`src/hdl/pbi_ram.sv`:
```
// pbi_ram: single write port, single read port synchronous RAM with registered read data.
// Depends on nothing.
module pbi_ram #(
    parameter int DEPTH = 256,
    parameter int WIDTH = 8,
    parameter int AW    = 8
) (
    input  logic             clk,
    input  logic             we,
    input  logic [AW-1:0]    waddr,
    input  logic [WIDTH-1:0] wdata,
    input  logic [AW-1:0]    raddr,
    output logic [WIDTH-1:0] rdata
);

    logic [WIDTH-1:0] mem [DEPTH];

    always_ff @(posedge clk)
    begin
        if (we)
        begin
            mem[waddr] <= wdata;
        end
        rdata <= mem[raddr];
    end

endmodule

```
`config.mk`:
```
export PLATFORM = sky130hd
export DESIGN_NAME = pbi_ram
export DESIGN_NICKNAME = d
export VERILOG_FILES = /design/src/hdl/pbi_ram.sv
export SDC_FILE = /design/constraint.sdc
export NUM_CORES = 2
export LEC_CHECK = 0
export BUFFER_PORTS_ARGS = -buffer_cell sky130_fd_sc_hd__buf_2
export CORE_MARGIN = 4
export CORE_UTILIZATION = 35
export CTS_BUF_LIST = sky130_fd_sc_hd__clkbuf_2
export DETAILED_ROUTE_END_ITERATION = 7
export GPL_TIMING_DRIVEN = 0
export PLACE_DENSITY_LB_ADDON = 0.2
export RECOVER_POWER = 50
export SYNTH_ARGS = -nofsm -noshare
export SYNTH_HDL_FRONTEND = slang
export SYNTH_SLANG_ARGS = --single-unit
```
`constraint.sdc`:
```
create_clock -name clk -period 2.35 [get_ports clk]
set_clock_uncertainty 0.05 [all_clocks]
set_input_delay 0.47 -clock clk [delete_from_list [all_inputs] [get_ports clk]]
set_output_delay 0.47 -clock clk [all_outputs]
set_load 0.01 [all_outputs]
```
==> flow_metrics.env <==
export IMPL_yosysMostFrequentCell="edfxtp_1"
export IMPL_vias=43200
export IMPL_ys_flop_type="edfxtp_1"
export IMPL_place_hpwl_mm=174
export IMPL_worstPathCellList="buf_2 -> buf_2 -> buf_2 -> and2_1 -> clkbuf_1 -> a22oi_1 -> a31oi_1 -> nor4_1 -> nor4_2"
export IMPL_cts_tree="yes"
export IMPL_yosys_top_cells_area="edfxtp_1, mux4_2, mux2i_1"
export IMPL_crit_start="raddr[2]"
export IMPL_rsz0062_at_grt="true"
export IMPL_numCtsBuffers=555
export IMPL_wl_per_cell_um=34.4
export IMPL_io_pins=34
export IMPL_fp_dieArea_um2=235000
export IMPL_end_kind="flip-flop"
export IMPL_syn_mean_instance_area_um2=21.3
export IMPL_regArea_um2=61700
export IMPL_antenna_found_initial=22
export IMPL_postRouteAntennaNets=0
export IMPL_clkSlewWorstSetupHoldPaths_ns=0.10
export IMPL_portBuffers=26
export IMPL_rrSetupSlack_ns=-0.29
export IMPL_async_flop_share_pct=0
export IMPL_crit_end="rdata[5]$_DFF_P_"
export IMPL_total_power_mw=69.5
export IMPL_yosysTopAreaCell="edfxtp_1"
export IMPL_powerDensity_nw_per_um2=767
export IMPL_clk_latency_ns=1.86
export IMPL_groute_usage_overall_pct=22.4
export IMPL_p_leak_nw=28.5
export IMPL_violations="max-capacitance violations, max-slew violations, negative setup slack"
export IMPL_synth_edf_count=2048
export IMPL_floorplan_die_width_um=485
export IMPL_synth_nets=3759
export IMPL_final_area_um2=90600
export IMPL_hold_class="in -> reg"
export IMPL_finalNetCount=4417
export IMPL_hold_ws_ns=0.251
export IMPL_synth_cell_area_um2=79600
export IMPL_final_layout_size_suffix_gt1_share_pct=37.2
export IMPL_final_hold_violation_count=0
export IMPL_clock_path_buffers=4
export IMPL_n_fill_cell=20600
export IMPL_coreArea_um2=226000
export IMPL_worstPathArrival_ns=4.41
export IMPL_ff2ff_path_depth=6
export IMPL_rows=174
export IMPL_synth_seq_area_share_pct=77.5
export IMPL_dp_slack_ns=-3.39
export IMPL_grt_max_degree=151
export IMPL_cp_max_fo=10
export IMPL_slowest_delay_ns=0.69
export IMPL_place_area_um2=84200
export IMPL_multiInputGateArea_um2=17800
export IMPL_critPathKind="in -> reg"
export IMPL_tightest_slew_ns=2.67
export IMPL_cp_common_cell="buf_2"
export IMPL_drtIter0Drc=5237
export IMPL_crit_slowest_cell="buf_2"
export IMPL_globalplace_congestion=0.907
export IMPL_fin_crit_ns=2.90
export IMPL_ys_ff_latch=2056
export IMPL_required_ns=3.86
export IMPL_drv_slew=663
export IMPL_clock_sinks=2056
export IMPL_initial_core_util_pct=35.3
export IMPL_die_h_um=485
export IMPL_clock_root_buffer="clkbuf_2"
export IMPL_setup_violations_final=2244
export IMPL_syn_to_final_growth_pct=13.9
export IMPL_avgViaCountPerCell=5.58
export IMPL_fin_crit_sh_pct=123
export IMPL_synth_top_area_share_pct=77.3
export IMPL_synth_common_cells="edfxtp_1, mux4_2, nor2_1"
export IMPL_rr_endpoint="rdata[4]$_DFF_P_"
export IMPL_maxCapViolations=6
export IMPL_grt_pass1_wl_mm=361
export IMPL_drc=0
export IMPL_drt_wl_total_mm=266
export IMPL_netlist_cell_type_count=55
export IMPL_irDropWorstVdd_v=0.000542
export IMPL_fin_ws_ns=-0.545
export IMPL_start_kind="input pin"
export IMPL_reg2reg_from="mem[101][4]$_DFFE_PP_"
export IMPL_max_freq_ghz=0.345
export IMPL_status="finished, violations left"
export IMPL_yosys_warnings=0
export IMPL_synthCells=3733
export IMPL_h_tree_depth=6
export IMPL_slew_headroom_pct=-78.3
export IMPL_grt_overflow=0
export IMPL_firstDrtPassIters=6
export IMPL_final_util_pct=40.2
export IMPL_grt_pass1_vias=43900
==> where the power goes <==
group	switching, mW	internal, mW	total [mW]
sequential	0.0266	40.4	40.4
clock	14.7	9.47	24.2
combinational	3.36	1.51	4.87
total	18.1	51.4	69.5
==> flip-flops by register name, summed over array words and instances (netlist names) <==
name	flops
mem	2048
rdata	8
==> layer usage <==
layer | routed length (um) | GRT usage [%] | vias up
met3 | 23700 | 5.27 | 463
li1 | - | - | 17400
met2 | 124000 | 34.5 | 2289
met1 | 109000 | 30.7 | 23000
met4 | 9860 | 9.10 | 2
met5 | 13 | 0 | -
==> kinds of logic (layout without fill, tap and decap cells) <==
family                 Yosys count  count (layout)  synth area share, %
and+or+nand+nor                466             466                 2.63
muxes                          591             591                 14.6
AOI/OAI and AO/OA              385             385                 3.42
DFF                           2056            2056                 77.5
other                            0              23                    0
buffers and inverters          235            1223                 1.83
==> layout by cell type (no fill, tap or decap), drive strengths merged, types with 11 or more instances in the layout <==
cell and count:
mux2i 134, mux4 456, a221oi 14, inv 11
diode 23, o21ai 12, a211oi 16, a22oi 133
nand2 33, buf 163, nor4 27, nor3 22
edfxtp 2048, o22ai 28, nor2b 31, clkinv 83
a21oi 96, clkbuf 906, nand3 34, dlygate4sd3 47
o221ai 47, nor2 282
==> repair_timing <==
action,in CTS,in global routing
buffers inserted,0,4
gates resized for setup,130,269
setup endpoints to repair,16,1346
hold buffers,54,0
pin swaps,15,11
hold endpoints to repair,3397,0
==> area by class of cell <==
type,count,area share (%)
antenna,23,0.0635
buffer,231,1.92
clock buffer,787,4.35
clock inverter,100,0.613
inverter,2,0.00829
multi-input combinational,1442,19.7
sequential,2056,68.1
tap,2992,4.13
timing repair buffer,103,1.15
==> worst min-delay path by stage <==
| stage | from | cells past startpoint | to | slack, ns |
|---|---|---|---|---|
| 2_1_floorplan | wdata[0] | 0 | mem[0][0]$_DFFE_PP_ | 0.52 |
| 3_3_place_gp | rdata[6]$_DFF_P_ | 1 | rdata[6] | 0.82 |
| 3_5_place_dp | wdata[5] | 1 | mem[111][5]$_DFFE_PP_ | 0.62 |
| 4_1_cts | waddr[0] | 4 | mem[175][6]$_DFFE_PP_ | 0.0003 |
| 5_1_grt | waddr[0] | 4 | mem[7][3]$_DFFE_PP_ | 0.07 |
| 6_report | wdata[5] | 3 | mem[111][5]$_DFFE_PP_ | 0.25 |
==> worst max-delay path, delay by kind of cell <==
family                 cells  cell delay [ns]
AND/OR/NAND/NOR            3             1.13
AO/OA/AOI/OAI              2             0.73
buffers and inverters      4             2.04
==> metrics by stage <==
stage	instances	TNS, ns
final	7736	-378.45
after floorplan	3733	-0.0128
after CTS	7710	-98.02
after global placement	6751	-8321.85
after detailed placement	6771	-2625.95
after global routing	7728	-205.86
Power figures use the tool's default switching activity.
