==> src/hdl/pbi_pkg.sv <==
// pbi_pkg: codes, character constants and controller states for the pbrain core.
// Depends on nothing; used by pbi_apb, the core and the testbench.
package pbi_pkg;

    // request commands
    localparam logic [1:0] CMD_LOAD   = 2'd0;
    localparam logic [1:0] CMD_START  = 2'd1;
    localparam logic [1:0] CMD_RUN    = 2'd2;
    localparam logic [1:0] CMD_SUPPLY = 2'd3;

    // result events
    localparam logic [2:0] EV_OK      = 3'd0;
    localparam logic [2:0] EV_OUT     = 3'd1;
    localparam logic [2:0] EV_NEED    = 3'd2;
    localparam logic [2:0] EV_HALT    = 3'd3;
    localparam logic [2:0] EV_BUDGET  = 3'd4;
    localparam logic [2:0] EV_IGNORED = 3'd5;

    // program characters
    localparam logic [7:0] CH_PLUS  = 8'h2B;
    localparam logic [7:0] CH_MINUS = 8'h2D;
    localparam logic [7:0] CH_RIGHT = 8'h3E;
    localparam logic [7:0] CH_LEFT  = 8'h3C;
    localparam logic [7:0] CH_DOT   = 8'h2E;
    localparam logic [7:0] CH_COMMA = 8'h2C;
    localparam logic [7:0] CH_LBRK  = 8'h5B;
    localparam logic [7:0] CH_RBRK  = 8'h5D;
    localparam logic [7:0] CH_LPAR  = 8'h28;
    localparam logic [7:0] CH_RPAR  = 8'h29;
    localparam logic [7:0] CH_COLON = 8'h3A;
    localparam logic [7:0] CH_SLASH = 8'h2F;
    localparam logic [7:0] CH_STAR  = 8'h2A;
    localparam logic [7:0] CH_NL    = 8'h0A;

    localparam logic [31:0] BUDGET_RESET = 32'd65536;

    // comment skipper phases
    localparam logic [1:0] CMT_FIRST = 2'd0;
    localparam logic [1:0] CMT_LINE  = 2'd1;
    localparam logic [1:0] CMT_BLOCK = 2'd2;

    typedef enum logic [3:0] {
        ST_CLEAR,
        ST_IDLE,
        ST_FETCH,
        ST_DECODE,
        ST_CALL,
        ST_RET,
        ST_SCAN_RD,
        ST_SCAN_CK,
        ST_BACK_RD,
        ST_BACK_CK,
        ST_CMT_RD,
        ST_CMT_CK,
        ST_DONE
    } state_t;

endpackage

==> src/hdl/pbi_apb.sv <==
// pbi_apb: APB configuration port holding the step budget register.
// Depends on pbi_pkg.
module pbi_apb (
    input  logic        clk,
    input  logic        rst_n,
    input  logic        psel,
    input  logic        penable,
    input  logic        pwrite,
    input  logic [2:0]  paddr,
    input  logic [31:0] pwdata,
    output logic [31:0] prdata,
    output logic        pready,
    output logic [31:0] step_budget
);

    logic [31:0] budget_reg;
    logic [31:0] budget_next;

    assign pready      = 1'b1;
    assign step_budget = budget_reg;
    assign prdata      = (paddr == 3'd0) ? budget_reg : 32'd0;

    always_comb
    begin
        budget_next = budget_reg;
        if (psel && penable && pwrite && (paddr == 3'd0))
        begin
            budget_next = pwdata;
        end
    end

    always_ff @(posedge clk or negedge rst_n)
    begin
        if (!rst_n)
        begin
            budget_reg <= pbi_pkg::BUDGET_RESET;
        end
        else
        begin
            budget_reg <= budget_next;
        end
    end

endmodule

==> config.mk <==
export PLATFORM = sky130hd
export DESIGN_NAME = pbi_apb
export DESIGN_NICKNAME = d
export VERILOG_FILES = /design/src/hdl/pbi_pkg.sv /design/src/hdl/pbi_apb.sv
export SDC_FILE = /design/constraint.sdc
export NUM_CORES = 1
export LEC_CHECK = 0
export ABC_AREA = 1
export BUFFER_PORTS_ARGS = -buffer_cell sky130_fd_sc_hd__buf_2
export CAP_MARGIN = 30
export CORE_MARGIN = 3
export CORE_UTILIZATION = 44
export CTS_CLUSTER_SIZE = 30
export DETAILED_ROUTE_END_ITERATION = 8
export PLACE_DENSITY = 0.91
export REMOVE_ABC_BUFFERS = 1
export SETUP_SLACK_MARGIN = 0.02
export SLEW_MARGIN = 20
export SYNTH_ARGS = -nofsm -noshare
export SYNTH_HDL_FRONTEND = slang
export SYNTH_SLANG_ARGS = --single-unit
==> constraint.sdc <==
create_clock -name clk -period 1.3 [get_ports clk]
set_clock_uncertainty 0.15 [all_clocks]
set_input_delay 0.26 -clock clk [delete_from_list [all_inputs] [get_ports clk]]
set_output_delay 0.26 -clock clk [all_outputs]
set_load 0.01 [all_outputs]
==> summary.txt <==
Status
  – Result of the run: finished with violations
  – Violated checks: negative setup slack

STA
  – Number of failing setup endpoints in the final timing report: 38
  – Worst hold slack across all endpoints: 0.0547 ns
  – Number of failing hold endpoints at the final stage: 0
  – Post-route worst setup slack: -0.161 ns
  – Upper clock frequency limit: 684 MHz
  – Unrepaired setup endpoints after global routing: yes
  – Min cycle time layout: 1.46 ns
  – Number of max-slew violations in the final report: 0
  – Final clock period utilization by the worst path: 112%

Routing
  – Number of vias per cell: 4.96
  – Total wire length after detailed routing: 5.92 mm
  – Detailed-route DRC error count: 0
  – Wirelength per Cell: 15.0 um
  – Via count: 1961
  – Number of antenna-violating nets in the routed design: 0
  – DR iter-0 viols: 89
  – First-pass iteration count of the detailed router: 5

Power
  – Leakage: 1.64 nW
  – Power density relative to cell area: 1160 nW/um^2
  – Maximum vdd drop: 810 uV

Floorplanning
  – Die Span Y: 69.9 um
  – Die outline width: 69.9 um
  – Core region area: 3800 sq um
  – Starting density of the core: 47.3%
  – Core Rows: 22
  – Area of the die: 4890 sq um
  – Number of primary I/O pins: 105

Run
  – Max-cap viol count: 0

Final layout
  – Flip-flop count of the largest register, all copies and words added: 32
  – Synthesis-to-layout area growth: 75.3%
  – Antenna diode instance count: 0
  – Fraction of layout instances using a drive strength above 1: 56.8%
  – Post-route cell area: 3150 sq um
  – Post-Layout Cell Count: 395
  – Total number of nets in the final design: 386

Yosys
  – Number of instances in the synthesized netlist: 217
  – Synth top area share: 43.2%
  – Number of distinct library cells after synthesis: 17
  – Syn avg cell area: 8.28 sq um
  – Flip-flop and latch count after synthesis: 32
  – Yosys Warn Count: 0
  – Synth top area cells: dfrtp_1 43%, o21bai_2 11%, nand3_1 8.9%, inv_1 6.9%, nand2_1 6.9%
  – Mapped cell area: 1800 sq um
  – Sequential-to-total area share from yosys stat: 44.6%
  – Leading area contributor after synthesis: dfrtp_1

Critical path
  – Top fanout value on the critical path: 7
  – Endpoint of the lowest-slack register-to-register path: step_budget[16]
  – Cells on worst reg2reg path: 3
  – Startpoint of the lowest-slack register-to-register path: step_budget[16]
  – Data required time of the critical path: 0.89 ns
  – Worst Path Class, Setup: input port to output pin
  – Kind of start point of the critical path: input port
  – Minimum setup slack among reg-to-reg paths: 0.29 ns
  – Arrival @ worst endpoint: 1.05 ns
  – Critical path destination: prdata[26]
  – Type of destination of the critical path: output pin
  – Critical path launch point: paddr[2]

Hold path
  – Hold path depth: 3
  – Tightest Hold Check Type: input port to flip-flop

Global routing
  – Number of antenna violations at the first check in global routing: 0
  – Total routing resource utilization after global routing: 20.3%
  – Pin count of the biggest net entering global routing: 32
  – Via count of the first global-routing pass: 1743
  – Global-route wire length before repair: 7.96 mm
  – Total congestion overflow after global routing: 0

Clocking
  – Sinks on the clock net: 32
  – Register clock-pin slew on the reported worst setup and hold paths: 0.06 ns
  – Maximum buffer depth of the clock tree: 2
  – CTS root buf: clkbuf_8
  – Source-to-sink clock delay at the later pin of the worst-skew pair: 0.27 ns
  – TritonCTS Buffers: 5
  – Max H-tree Level: 2
  – TritonCTS clock tree: done

Placement
  – Placement Setup Slack: -0.148 ns
  – Count of buffers from port buffering: 103
  – HPWL Detailed: 3.45 mm
  – Cell Area, Placed: 2450 sq um
  – Final RePlAce weighted congestion: 0.777
  – Instance count after placement with tap cells included: 369
==> cell usage after synthesis <==
master	count
dfrtp_1	31
o21bai_1	14
nand3_2	1
o21bai_2	18
nand2_1	33
nor2_1	32
nand2_4	1
nor2_2	1
inv_2	2
conb_1	1
inv_1	33
buf_6	3
dfstp_2	1
nand3_1	32
buf_2	9
buf_4	4
nor2_4	1
==> per-stage QoR <==
| stage | power, mW | utilization (%) | setup TNS, ns |
|---|---|---|---|
| after floorplan | 2.00 | - | -15.83 |
| after global placement | 2.48 | 64.6 | -3.00 |
| after detailed placement | 2.52 | 64.6 | -4.58 |
| after CTS | 3.43 | 70.9 | -3.41 |
| after global routing | 3.90 | 82.9 | -5.68 |
| final | 3.66 | 82.9 | -4.40 |
==> what timing repair did <==
action                                  CTS  global route
endpoints found under the setup margin   33            42
gates cloned                              2             2
gates resized for setup                  12            75
hold buffers                              1             0
endpoints found under the hold margin    15             0
setup buffers                             4             9
pin swaps                                 2             5
==> cell families (layout without fill, tap and decap cells) <==
| kind of cell | Yosys count | after routing | share of synthesized area (%) |
|---|---|---|---|
| DFF | 32 | 32 | 44.6 |
| buffers and inverters | 51 | 181 | 13.4 |
| and+or+nand+nor | 101 | 101 | 24.7 |
| AOI/OAI and AO/OA | 32 | 32 | 17.1 |
| other | 1 | 1 | 0.209 |
==> power breakdown <==
group          internal (mW)  switching (mW)
combinational          0.700           0.778
sequential              1.24           0.126
clock                  0.483           0.340
total                   2.42            1.24
==> worst min-delay path by stage <==
stage                          start               to  slack (ns)
after CTS                 pwdata[12]  step_budget[12]        0.05
after floorplan                rst_n   step_budget[0]       -0.19
after global routing      pwdata[16]  step_budget[16]        0.05
final                     pwdata[16]  step_budget[16]        0.05
after detailed placement       rst_n   step_budget[8]        0.06
after global placement         rst_n  step_budget[21]        0.06
==> metal layers <==
| layer | routed length (um) | track usage [%] |
|---|---|---|
| met5 | 0 | 0 |
| met4 | 15 | 5.96 |
| met3 | 368 | 6.19 |
| met2 | 3290 | 33.4 |
| met1 | 2250 | 25.6 |
==> critical path: stages <==
cell,delay (ns)
buf_6,0.10
nor2_4,0.15
nand2_8,0.12
clkbuf_16,0.21
nor2_4,0.10
buf_6,0.11
==> cell type report <==
| cell class | instances | area (sq um) |
|---|---|---|
| flip-flops and latches | 32 | 802 |
| repair buffers | 138 | 1110 |
| inverters | 35 | 131 |
| well taps | 48 | 60.1 |
| clock buffers | 8 | 100 |
| fillers | 228 | 648 |
| multi-input cells | 134 | 951 |
==> cells in the final DEF (no fill, tap or decap), drive strengths merged <==
| cell type | netlist | layout |
|---|---|---|
| o21bai | 32 | 32 |
| nand3 | 33 | 33 |
| nor2 | 34 | 34 |
| dlygate4sd3 | 0 | 1 |
| nand2 | 34 | 34 |
| dfstp | 1 | 1 |
| buf | 16 | 135 |
| conb | 1 | 1 |
| dfrtp | 31 | 31 |
| inv | 35 | 35 |
| clkbuf | 0 | 10 |
Power figures use the tool's default switching activity.
